`src/sv/lltd_pkg.sv`:
```
// Shared types, constants and helpers for the least-loaded transfer dispatcher.
// Used by lltd_jobmem, least_loaded_transfer_dispatcher_top, dispatch_checker and the testbench; no dependencies.
package lltd_pkg;

  localparam int MAX_JOBS    = 64;
  localparam int NUM_WORKERS = 16;
  localparam int IDX_W       = $clog2(MAX_JOBS);
  localparam int WID_W       = $clog2(NUM_WORKERS);
  localparam int CNT_W       = 7;
  localparam int LOAD_W      = CNT_W + 1;
  localparam int CHUNK_W     = 32;
  localparam int DIST_W      = $clog2(NUM_WORKERS) + 1;
  localparam int BATCH_W     = 12;

  localparam logic [CNT_W-1:0] CNT_MAX   = '1;
  localparam logic [CNT_W-1:0] JOBS_CNT  = CNT_W'(MAX_JOBS);
  localparam logic [CNT_W-1:0] OUT_LIMIT = CNT_W'(64);

  typedef enum logic [1:0] {
    CMD_ENQ    = 2'd0,
    CMD_START  = 2'd1,
    CMD_DONE   = 2'd2,
    CMD_CANCEL = 2'd3
  } cmd_t;

  typedef enum logic [1:0] {
    KIND_LAUNCH = 2'd0,
    KIND_OK     = 2'd1,
    KIND_FAIL   = 2'd2
  } kind_t;

  typedef enum logic [2:0] {
    ST_IDLE,
    ST_EXEC,
    ST_DONE_CHK,
    ST_CNT_SCAN,
    ST_BATCH,
    ST_BATCH_CHK,
    ST_L_SCAN,
    ST_L_COMMIT
  } state_t;

  // One pending transfer job as kept in the table
  typedef struct packed {
    logic [WID_W-1:0]   dst;
    logic [WID_W-1:0]   src;
    logic [CHUNK_W-1:0] chunk;
  } job_t;

  // Saturating counter steps
  function automatic logic [CNT_W-1:0] inc_sat(input logic [CNT_W-1:0] v);
    return (v < CNT_MAX) ? v + CNT_W'(1) : v;
  endfunction

  function automatic logic [CNT_W-1:0] dec_sat(input logic [CNT_W-1:0] v);
    return (v != '0) ? v - CNT_W'(1) : v;
  endfunction

endpackage

```
`src/sv/least_loaded_transfer_dispatcher_top.sv`:
```
// Least-loaded transfer dispatcher: command decode, table scans and launch logic.
// Depends on lltd_pkg and lltd_jobmem.
//
// Usage: commands arrive on the s_ stream (tuser = command), results leave on
// the m_ stream (tuser = kind, tlast marks the final result of a command).
// threads_per_worker is written through cfg_wen/cfg_wdata; the user must write
// it only while idle, which the block does not enforce. One command is taken
// at a time; s_tready is high only when idle. A start first walks the table
// once to count distinct destinations, then each launch walks the table once
// through the single read port of the job memory and one shared add/compare
// unit. A job-done event walks the table to launch a job only when a job is
// still pending.
// Results go into an output register; the next command is taken while the
// last result still waits. When the receiver stalls, a launch that needs
// the output register waits until it frees up.
// Reset (rst, synchronous) empties the table, zeroes all load counters and
// sets threads_per_worker to 1. A cancel does the same but keeps the register.
module least_loaded_transfer_dispatcher_top (
  input  logic        clk,
  input  logic        rst,
  // config
  input  logic        cfg_wen,
  input  logic [7:0]  cfg_wdata,   // threads_per_worker
  // command stream
  input  logic        s_tvalid,
  output logic        s_tready,
  input  logic [47:0] s_tdata,     // chunk[31:0], source_worker[35:32], dest_worker[39:36],
                                   // job_ok[40], zero[47:41]
  input  logic [1:0]  s_tuser,     // command
  // result stream
  output logic        m_tvalid,
  input  logic        m_tready,
  output logic [39:0] m_tdata,     // out_chunk[31:0], out_source[35:32], out_dest[39:36]
  output logic [1:0]  m_tuser,     // kind
  output logic        m_tlast      // last
);

  localparam int IW = lltd_pkg::IDX_W;
  localparam int CW = lltd_pkg::CNT_W;
  localparam int NW = lltd_pkg::NUM_WORKERS;

  lltd_pkg::state_t state, state_next;

  // latched command
  lltd_pkg::cmd_t cmd;
  lltd_pkg::job_t cmd_job;
  logic           cmd_ok;

  logic [7:0] tpw;

  // table bookkeeping
  logic [lltd_pkg::MAX_JOBS-1:0] valid;
  logic [CW-1:0] fill;
  logic [CW-1:0] pcount;

  // load and completion counters
  logic [CW-1:0] adest [NW];
  logic [CW-1:0] asrc  [NW];
  logic [CW-1:0] launched, finished, success;
  logic          all_done;

  // scan engine
  logic [CW-1:0]               scan_idx;
  logic                        rd_live, rd_vld;
  logic [IW-1:0]               rd_idx;
  lltd_pkg::job_t              rd_job;
  logic                        found;
  logic [lltd_pkg::LOAD_W-1:0] best;
  logic [IW-1:0]               pick_idx;
  lltd_pkg::job_t              pick_job;
  logic [NW-1:0]               seen;
  logic [lltd_pkg::DIST_W-1:0] distinct;
  logic [lltd_pkg::BATCH_W-1:0] batch;
  logic [CW-1:0]               nres;

  // output register
  lltd_pkg::kind_t out_kind;
  lltd_pkg::job_t  out_job;
  logic            out_last;

  // combinational control
  logic                        out_free, issue, scan_end, more, fin_last, scan_init;
  logic                        out_load, mem_we;
  lltd_pkg::kind_t             load_kind;
  lltd_pkg::job_t              load_job;
  logic                        load_last;
  logic [lltd_pkg::LOAD_W-1:0] load;
  logic [lltd_pkg::DIST_W+7:0] prod;

  lltd_jobmem u_mem (
    .clk   (clk),
    .we    (mem_we),
    .waddr (fill[IW-1:0]),
    .wdata (cmd_job),
    .raddr (scan_idx[IW-1:0]),
    .rdata (rd_job)
  );

  assign s_tready = (state == lltd_pkg::ST_IDLE);
  assign m_tdata  = out_job;
  assign m_tuser  = out_kind;
  assign m_tlast  = out_last;

  assign out_free = !m_tvalid || m_tready;
  assign issue    = scan_idx < fill;
  assign scan_end = !issue && !rd_live;
  assign fin_last = (finished == launched);
  assign more     = ((lltd_pkg::BATCH_W'(nres) + lltd_pkg::BATCH_W'(1)) < batch)
                 && ((nres + CW'(1)) < lltd_pkg::OUT_LIMIT)
                 && (pcount > CW'(1));
  assign load     = {1'b0, adest[rd_job.dst]} + {1'b0, asrc[rd_job.src]};
  assign prod     = {8'd0, distinct} * {{lltd_pkg::DIST_W{1'b0}}, tpw};
  assign mem_we   = (state == lltd_pkg::ST_EXEC) && (cmd == lltd_pkg::CMD_ENQ)
                 && (fill < lltd_pkg::JOBS_CNT);
  assign scan_init = (state_next != state)
                  && ((state_next == lltd_pkg::ST_CNT_SCAN)
                   || (state_next == lltd_pkg::ST_L_SCAN));

  // state register
  always_ff @(posedge clk) begin
    if (rst) begin
      state <= lltd_pkg::ST_IDLE;
    end else begin
      state <= state_next;
    end
  end

  // next state and result selection
  always_comb begin
    state_next = state;
    out_load   = 1'b0;
    load_kind  = lltd_pkg::KIND_LAUNCH;
    load_job   = '0;
    load_last  = 1'b1;
    unique case (state)
      lltd_pkg::ST_IDLE: begin
        if (s_tvalid) state_next = lltd_pkg::ST_EXEC;
      end
      lltd_pkg::ST_EXEC: begin
        unique case (cmd)
          lltd_pkg::CMD_START: begin
            if (all_done) begin
              state_next = lltd_pkg::ST_IDLE;
            end else if (pcount == '0) begin
              if (out_free) begin
                out_load   = 1'b1;
                load_kind  = lltd_pkg::KIND_OK;
                state_next = lltd_pkg::ST_IDLE;
              end
            end else begin
              state_next = lltd_pkg::ST_CNT_SCAN;
            end
          end
          lltd_pkg::CMD_DONE: begin
            state_next = all_done ? lltd_pkg::ST_IDLE : lltd_pkg::ST_DONE_CHK;
          end
          default: state_next = lltd_pkg::ST_IDLE;
        endcase
      end
      lltd_pkg::ST_DONE_CHK: begin
        if (pcount != '0) begin
          state_next = lltd_pkg::ST_L_SCAN;
        end else if (fin_last) begin
          if (out_free) begin
            out_load   = 1'b1;
            load_kind  = (success == launched) ? lltd_pkg::KIND_OK : lltd_pkg::KIND_FAIL;
            state_next = lltd_pkg::ST_IDLE;
          end
        end else begin
          state_next = lltd_pkg::ST_IDLE;
        end
      end
      lltd_pkg::ST_CNT_SCAN: begin
        if (scan_end) state_next = lltd_pkg::ST_BATCH;
      end
      lltd_pkg::ST_BATCH: begin
        state_next = lltd_pkg::ST_BATCH_CHK;
      end
      lltd_pkg::ST_BATCH_CHK: begin
        if (batch != '0) begin
          state_next = lltd_pkg::ST_L_SCAN;
        end else if (out_free) begin
          out_load   = 1'b1;
          load_kind  = lltd_pkg::KIND_FAIL;
          state_next = lltd_pkg::ST_IDLE;
        end
      end
      lltd_pkg::ST_L_SCAN: begin
        if (scan_end) state_next = lltd_pkg::ST_L_COMMIT;
      end
      lltd_pkg::ST_L_COMMIT: begin
        if (out_free) begin
          out_load   = 1'b1;
          load_job   = pick_job;
          load_last  = !more;
          state_next = more ? lltd_pkg::ST_L_SCAN : lltd_pkg::ST_IDLE;
        end
      end
      default: state_next = lltd_pkg::ST_IDLE;
    endcase
  end

  // command latch and config register
  always_ff @(posedge clk) begin
    if (rst) begin
      tpw <= 8'd1;
    end else if (cfg_wen) begin
      tpw <= cfg_wdata;
    end
    if (s_tvalid && s_tready) begin
      cmd     <= lltd_pkg::cmd_t'(s_tuser);
      cmd_job <= lltd_pkg::job_t'(s_tdata[39:0]);
      cmd_ok  <= s_tdata[40];
    end
  end

  // scan engine: one table entry through the shared add/compare per cycle
  always_ff @(posedge clk) begin
    if (rst) begin
      scan_idx <= '0;
      rd_live  <= 1'b0;
      rd_vld   <= 1'b0;
      found    <= 1'b0;
    end else if (scan_init) begin
      scan_idx <= '0;
      rd_live  <= 1'b0;
      rd_vld   <= 1'b0;
      found    <= 1'b0;
    end else if (state == lltd_pkg::ST_CNT_SCAN || state == lltd_pkg::ST_L_SCAN) begin
      if (issue) scan_idx <= scan_idx + CW'(1);
      rd_live <= issue;
      rd_vld  <= issue && valid[scan_idx[IW-1:0]];
      rd_idx  <= scan_idx[IW-1:0];
      if (state == lltd_pkg::ST_L_SCAN && rd_live && rd_vld && (!found || load <= best)) begin
        found    <= 1'b1;
        best     <= load;
        pick_idx <= rd_idx;
        pick_job <= rd_job;
      end
    end
  end

  // distinct destination count and batch size
  always_ff @(posedge clk) begin
    if (rst) begin
      seen     <= '0;
      distinct <= '0;
    end else if (scan_init && state_next == lltd_pkg::ST_CNT_SCAN) begin
      seen     <= '0;
      distinct <= '0;
    end else if (state == lltd_pkg::ST_CNT_SCAN && rd_live && rd_vld
                 && !seen[rd_job.dst]) begin
      seen[rd_job.dst] <= 1'b1;
      distinct         <= distinct + lltd_pkg::DIST_W'(1);
    end
    if (state == lltd_pkg::ST_BATCH) begin
      batch <= prod[lltd_pkg::BATCH_W-1:0];
    end else if (state == lltd_pkg::ST_DONE_CHK) begin
      batch <= lltd_pkg::BATCH_W'(1);
    end
  end

  // table, load counters and completion state
  always_ff @(posedge clk) begin
    if (rst || (state == lltd_pkg::ST_EXEC && cmd == lltd_pkg::CMD_CANCEL)) begin
      valid    <= '0;
      fill     <= '0;
      pcount   <= '0;
      launched <= '0;
      finished <= '0;
      success  <= '0;
      all_done <= 1'b0;
      nres     <= '0;
      for (int i = 0; i < NW; i++) begin
        adest[i] <= '0;
        asrc[i]  <= '0;
      end
    end else begin
      unique case (state)
        lltd_pkg::ST_EXEC: begin
          if (mem_we) begin
            valid[fill[IW-1:0]] <= 1'b1;
            fill                <= fill + CW'(1);
            pcount              <= pcount + CW'(1);
          end
          if (cmd == lltd_pkg::CMD_START && !all_done && pcount == '0 && out_free) begin
            all_done <= 1'b1;
          end
          if (cmd == lltd_pkg::CMD_DONE) begin
            adest[cmd_job.dst] <= lltd_pkg::dec_sat(adest[cmd_job.dst]);
            asrc[cmd_job.src]  <= lltd_pkg::dec_sat(asrc[cmd_job.src]);
            if (!all_done) begin
              finished <= lltd_pkg::inc_sat(finished);
              if (cmd_ok) success <= lltd_pkg::inc_sat(success);
            end
          end
        end
        lltd_pkg::ST_DONE_CHK: begin
          nres <= '0;
          if (pcount == '0 && fin_last && out_free) all_done <= 1'b1;
        end
        lltd_pkg::ST_BATCH: begin
          nres <= '0;
        end
        lltd_pkg::ST_BATCH_CHK: begin
          if (batch == '0 && out_free) begin
            valid    <= '0;
            fill     <= '0;
            pcount   <= '0;
            all_done <= 1'b1;
          end
        end
        lltd_pkg::ST_L_COMMIT: begin
          if (out_free) begin
            valid[pick_idx]     <= 1'b0;
            adest[pick_job.dst] <= lltd_pkg::inc_sat(adest[pick_job.dst]);
            asrc[pick_job.src]  <= lltd_pkg::inc_sat(asrc[pick_job.src]);
            launched            <= lltd_pkg::inc_sat(launched);
            pcount              <= pcount - CW'(1);
            nres                <= nres + CW'(1);
          end
        end
        default: ;
      endcase
    end
  end

  // output register
  always_ff @(posedge clk) begin
    if (rst) begin
      m_tvalid <= 1'b0;
    end else if (out_load) begin
      m_tvalid <= 1'b1;
    end else if (m_tready) begin
      m_tvalid <= 1'b0;
    end
    if (out_load) begin
      out_kind <= load_kind;
      out_job  <= load_job;
      out_last <= load_last;
    end
  end

  // checks
  assert property (@(posedge clk) disable iff (rst) pcount <= fill)
    else $error("pending count exceeds table fill");

  assert property (@(posedge clk) disable iff (rst)
    state == lltd_pkg::ST_L_COMMIT |-> (found && pcount != '0))
    else $error("launch commit without a picked job");

  assert property (@(posedge clk) disable iff (rst) out_load |-> out_free)
    else $error("result register overwritten while stalled");

  assert property (@(posedge clk) disable iff (rst)
    (state == lltd_pkg::ST_L_COMMIT && out_free) |=> !valid[$past(pick_idx)])
    else $error("launched job still marked pending");

endmodule

```
`src/sv/lltd_jobmem.sv`:
```
// Pending job table storage: one write port, one registered read port.
// Depends on lltd_pkg for job_t and table depth.
module lltd_jobmem (
  input  logic                    clk,
  input  logic                    we,
  input  logic [lltd_pkg::IDX_W-1:0] waddr,
  input  lltd_pkg::job_t          wdata,
  input  logic [lltd_pkg::IDX_W-1:0] raddr,
  output lltd_pkg::job_t          rdata
);

  lltd_pkg::job_t mem [lltd_pkg::MAX_JOBS];

  // write port
  always_ff @(posedge clk) begin
    if (we) begin
      mem[waddr] <= wdata;
    end
  end

  // registered read port
  always_ff @(posedge clk) begin
    rdata <= mem[raddr];
  end

endmodule

```
`config.mk`:
```
export PLATFORM = sky130hd
export DESIGN_NAME = least_loaded_transfer_dispatcher_top
export DESIGN_NICKNAME = d
export VERILOG_FILES = /design/src/sv/lltd_pkg.sv /design/src/sv/least_loaded_transfer_dispatcher_top.sv /design/src/sv/lltd_jobmem.sv
export SDC_FILE = /design/constraint.sdc
export NUM_CORES = 2
export LEC_CHECK = 0
export BUFFER_PORTS_ARGS = -buffer_cell sky130_fd_sc_hd__buf_4
export CORE_MARGIN = 10
export CORE_UTILIZATION = 40
export CTS_CLUSTER_DIAMETER = 30
export DETAILED_ROUTE_END_ITERATION = 7
export SLEW_MARGIN = 30
export SYNTH_ARGS = -nofsm -noshare
export SYNTH_HDL_FRONTEND = slang
export SYNTH_SLANG_ARGS = --single-unit
```
`constraint.sdc`:
```
create_clock -name clk -period 9.9 [get_ports clk]
set_input_delay 0.99 -clock clk [delete_from_list [all_inputs] [get_ports clk]]
set_output_delay 0.99 -clock clk [all_outputs]
set_load 0.01 [all_outputs]
```
==> impl_results.rst <==
.. list-table::
   :header-rows: 1

   * - Metric
     - Value
   * - Detailed-route wire length per cell
     - 31.2 um
   * - Minimum clock period
     - 6.47 ns
   * - First-pass iteration count of the detailed router
     - 6
   * - Worst clock skew
     - about 0.083 ns
   * - Kind of launch point of the worst setup path
     - register
   * - Hold/Removal Path Class
     - primary input to register
   * - Die Area
     - between 300000 and 400000 sq um
   * - Worst-margin pin slew
     - about 1.1 ns
   * - Total number of vias
     - 66600
   * - Yosys warns
     - 0
   * - Area contributors post-synth
     - edfxtp_1 70%, mux4_2 19%, dfxtp_1 3.2%
   * - Number of enable flip-flop cells after synthesis
     - 2942
   * - Synthesized area per cell
     - roughly 21 sq um
   * - Fillers
     - 25500
   * - Setup-failing EPs final
     - 0
   * - Maximum number of pins on one net before global-route repair
     - 138
   * - Clock tree from TritonCTS
     - built
   * - Slowest stage cell, crit path
     - buf_4
   * - Die outline height
     - 583 um
   * - Most frequent standard cell in the layout excluding fill and tap cells
     - edfxtp_1
   * - FF+latch count, synth
     - 3148
   * - Post-cts resize count
     - 0
   * - Commonest cells after routing, fill and taps aside
     - 2942 x edfxtp_1, 1051 x mux4_2, 584 x clkbuf_16
   * - Hold Vio Cnt, Final
     - 0
   * - Number of nets in the layout
     - between 6000 and 7000
   * - Clock tree root buffer cell
     - clkbuf_16
   * - Final GP Congestion
     - 0.845
   * - First DRT Iteration DRCs
     - 8620
   * - Run status
     - complete, no violations
   * - Distinct cells, synth
     - 84
   * - CTS max path bufs
     - 4
   * - Data required time at the worst endpoint
     - 10.52 ns
   * - Die width
     - 583 um
   * - Post-synthesis net count
     - 6333
   * - Number of sinks on the clock net
     - 3148
   * - Via count of the first global-routing pass
     - approximately 68000
   * - Post-route insts no fill
     - approximately 11000
   * - Number of buffers inserted by port buffering
     - 100
   * - Crit path arrival time
     - ~7.1 ns
   * - Remaining antenna violation count after routing
     - 0
   * - Max Fanout on Critical Path
     - 40
   * - Maximum cell stage delay along the critical path
     - ~0.72 ns
   * - Kind of critical path
     - register to register
   * - Combined buffer and inverter count along the critical path
     - 3
   * - Peak clock frequency supported by timing
     - between 0.15 and 0.2 GHz
   * - Overall overflow remaining after global route
     - 0
   * - Setup Slack @ Placement
     - roughly 3.3 ns
   * - Max-cap viol count
     - 0
   * - Total wire length after detailed routing
     - 354000 um
   * - CORE AREA
     - about 320000 sq um
   * - Number of clock buffers inserted by TritonCTS
     - roughly 580
   * - Pins over their slew limit
     - 0
   * - Unrepaired setup endpoints after global routing
     - false
   * - Drc violations
     - 0
   * - Number of cells on the critical path
     - 16
   * - Worst Hold Path Cells
     - 1
   * - Area added between synthesis and finish
     - 21.2%
   * - Number of buffers added to fix hold violations after cts
     - 0
   * - Final worst-path cycle share
     - 0.654
   * - Clock-pin slew on the worst setup and hold paths
     - roughly 0.050 ns
   * - Total number of placement rows
     - between 200 and 250
   * - Pwr per Cell Area
     - 230 nW/um^2
   * - Proportion of layout cells with a drive suffix above 1
     - 0.334
   * - Worst hold slack after final layout
     - approximately 0.14 ns
   * - Number of levels the H-tree was split into
     - 6
   * - Ratio of routed vias to standard cells
     - 5.87
   * - GRT Overall Usage
     - 0.203
   * - Kind of end point of the critical path
     - register
   * - Later-pin clock latency in the skew report
     - approximately 1.0 ns
   * - Relative max-transition margin
     - 0.253
   * - DP HPWL
     - 190000 um
   * - CP delay by family, top
     - buffers and inverters
   * - Setup slack of the critical path after layout
     - 3.43 ns
   * - Area of the mapped netlist
     - around 130000 sq um
   * - Cell taking the most area after synthesis
     - edfxtp_1
   * - Commonest register cell after synthesis
     - edfxtp_1
   * - Post-synthesis async set-or-reset flop share
     - 0
   * - Seq/Total Area, Yosys
     - 0.728
   * - Number of antenna violations at the first check in global routing
     - 16
   * - Number of top-level pins
     - 108
   * - Starting density of the core
     - 0.403
   * - Critical Path, Cell by Cell
     - buf_4 > mux4_2 > mux4_2 > ha_1 > a21o_1 > a21oi_1 > o21bai_1 > a21oi_1 > xnor2_1 > ha_1 > a21oi_1 > o21ai_0 > a211o_1 > a311oi_4 > buf_4 > buf_4
   * - Worst vdd ir
     - 0.192 mV
   * - Leak pwr
     - 0.0490 uW
   * - Worst Reg-to-Reg Cells
     - 16
   * - Setup TNS
     - 0 ns
   * - Wire length of the first global-routing pass
     - 502000 um
   * - Setup fix buffers added after clock tree synthesis
     - 0
   * - Number of standard cells after synthesis
     - roughly 6000
   * - Share of the synthesized area in the top cell type
     - 0.696
   * - Dpl cells
     - 10300
## synthesized netlist by cell type, drive strengths merged (6+ instances only)
master     n
edfxtp  2942
mux4    1051
nor2     450
clkbuf   239
nand2    215
dfxtp    206
a21oi    175
buf      107
o21ai     88
inv       69
ha        68
and3      59
xnor2     49
nand3     46
and2      34
xor2      30
a22oi     26
nor3      26
nand4     23
mux2i     21
a31oi     20
mux2      19
nor2b     19
fa        18
nand2b    15
nand3b    15
o22ai     14
a21o      12
nor3b     12
nor4      12
o21a      12
a22o      11
or3        7
o21bai     6
## routing by layer
layer / track usage / wire (um) / share of wire
met3: 0.0423 / 30100 / 0.085
met4: 0.0659 / 11800 / 0.033
met5: 0 / 27 / 0.000076
met2: 0.326 / 169000 / 0.48
met1: 0.279 / 143000 / 0.40
## stage by stage
| step | util | area, sq um | total power (uW) |
|---|---|---|---|
| floorplan | - | 127000 | 15500 |
| global placement | 0.423 | 133000 | 15800 |
| detailed placement | 0.424 | 134000 | 15800 |
| CTS | 0.487 | 154000 | 35700 |
| global route | 0.488 | 154000 | 36400 |
| finish | 0.488 | 154000 | 35400 |
## worst paths after layout
| check | startpoint | endpoint | slack (ns) |
|---|---|---|---|
| setup reg to reg | u_mem.rdata[36] | pick_idx[0] | 3.43 |
| setup / recovery | u_mem.rdata[36] | pick_idx[0] | 3.43 |
| hold / removal | s_tdata[4] | cmd_job[4] | 0.14 |
| hold reg to reg | u_mem.rdata[29] | pick_job[29] | 0.40 |
## worst reg2reg max path, delay by kind of cell (launching register included)
kind                       cells  cell delay [ns]
AOI/OAI and AO/OA              8             1.62
buffers and inverters          3             1.97
xor gates and xnor gates       1             0.19
adders and majority gates      2             0.61
DFF                            1             0.47
muxes                          2             1.24
## power breakdown
part | switching [uW] | internal [uW]
combinational | 613 | 249
sequential | 63.0 | 14700
clock | 6880 | 13000
total | 7550 | 27900
## kinds of logic (layout without fill, tap and decap cells)
| logic type | count (synthesis) | count (layout) | synth area share |
|---|---|---|---|
| DFF | 3148 | 3148 | 0.728 |
| muxes | 1091 | 1091 | 0.190 |
| and+or+nand+nor | 949 | 949 | 0.0337 |
| buffers and inverters | 416 | 1417 | 0.0132 |
| AOI/OAI and AO/OA | 415 | 415 | 0.0203 |
| adders and majority gates | 86 | 86 | 0.00954 |
| xor gates and xnor gates | 79 | 79 | 0.00545 |
| other | 0 | 3 | 0 |
## state kept, by name, indices dropped and copies added, names as in the netlist, 8 cells and up, named ones only
register and cells:
best 8, adest 112, seen 16, batch 12, pick_job 40, valid 64, asrc 112, cmd_job 40
u_mem.mem 2560, tpw 8, u_mem.rdata 40, m_tdata 40
## cell type report
| cell class | instances | area, sq um | area share |
|---|---|---|---|
| sequential | 3148 | 92500 | 0.601 |
| tap | 4160 | 5200 | 0.0338 |
| clock inverter | 403 | 4850 | 0.0315 |
| clock buffer | 662 | 15000 | 0.0976 |
| inverter | 70 | 263 | 0.00171 |
| timing repair buffer | 282 | 2580 | 0.0168 |
| multi-input combinational | 2620 | 33500 | 0.218 |
| antenna | 3 | 7.51 | 0.0000488 |
No activity file was read; power rests on OpenSTA's default activity.
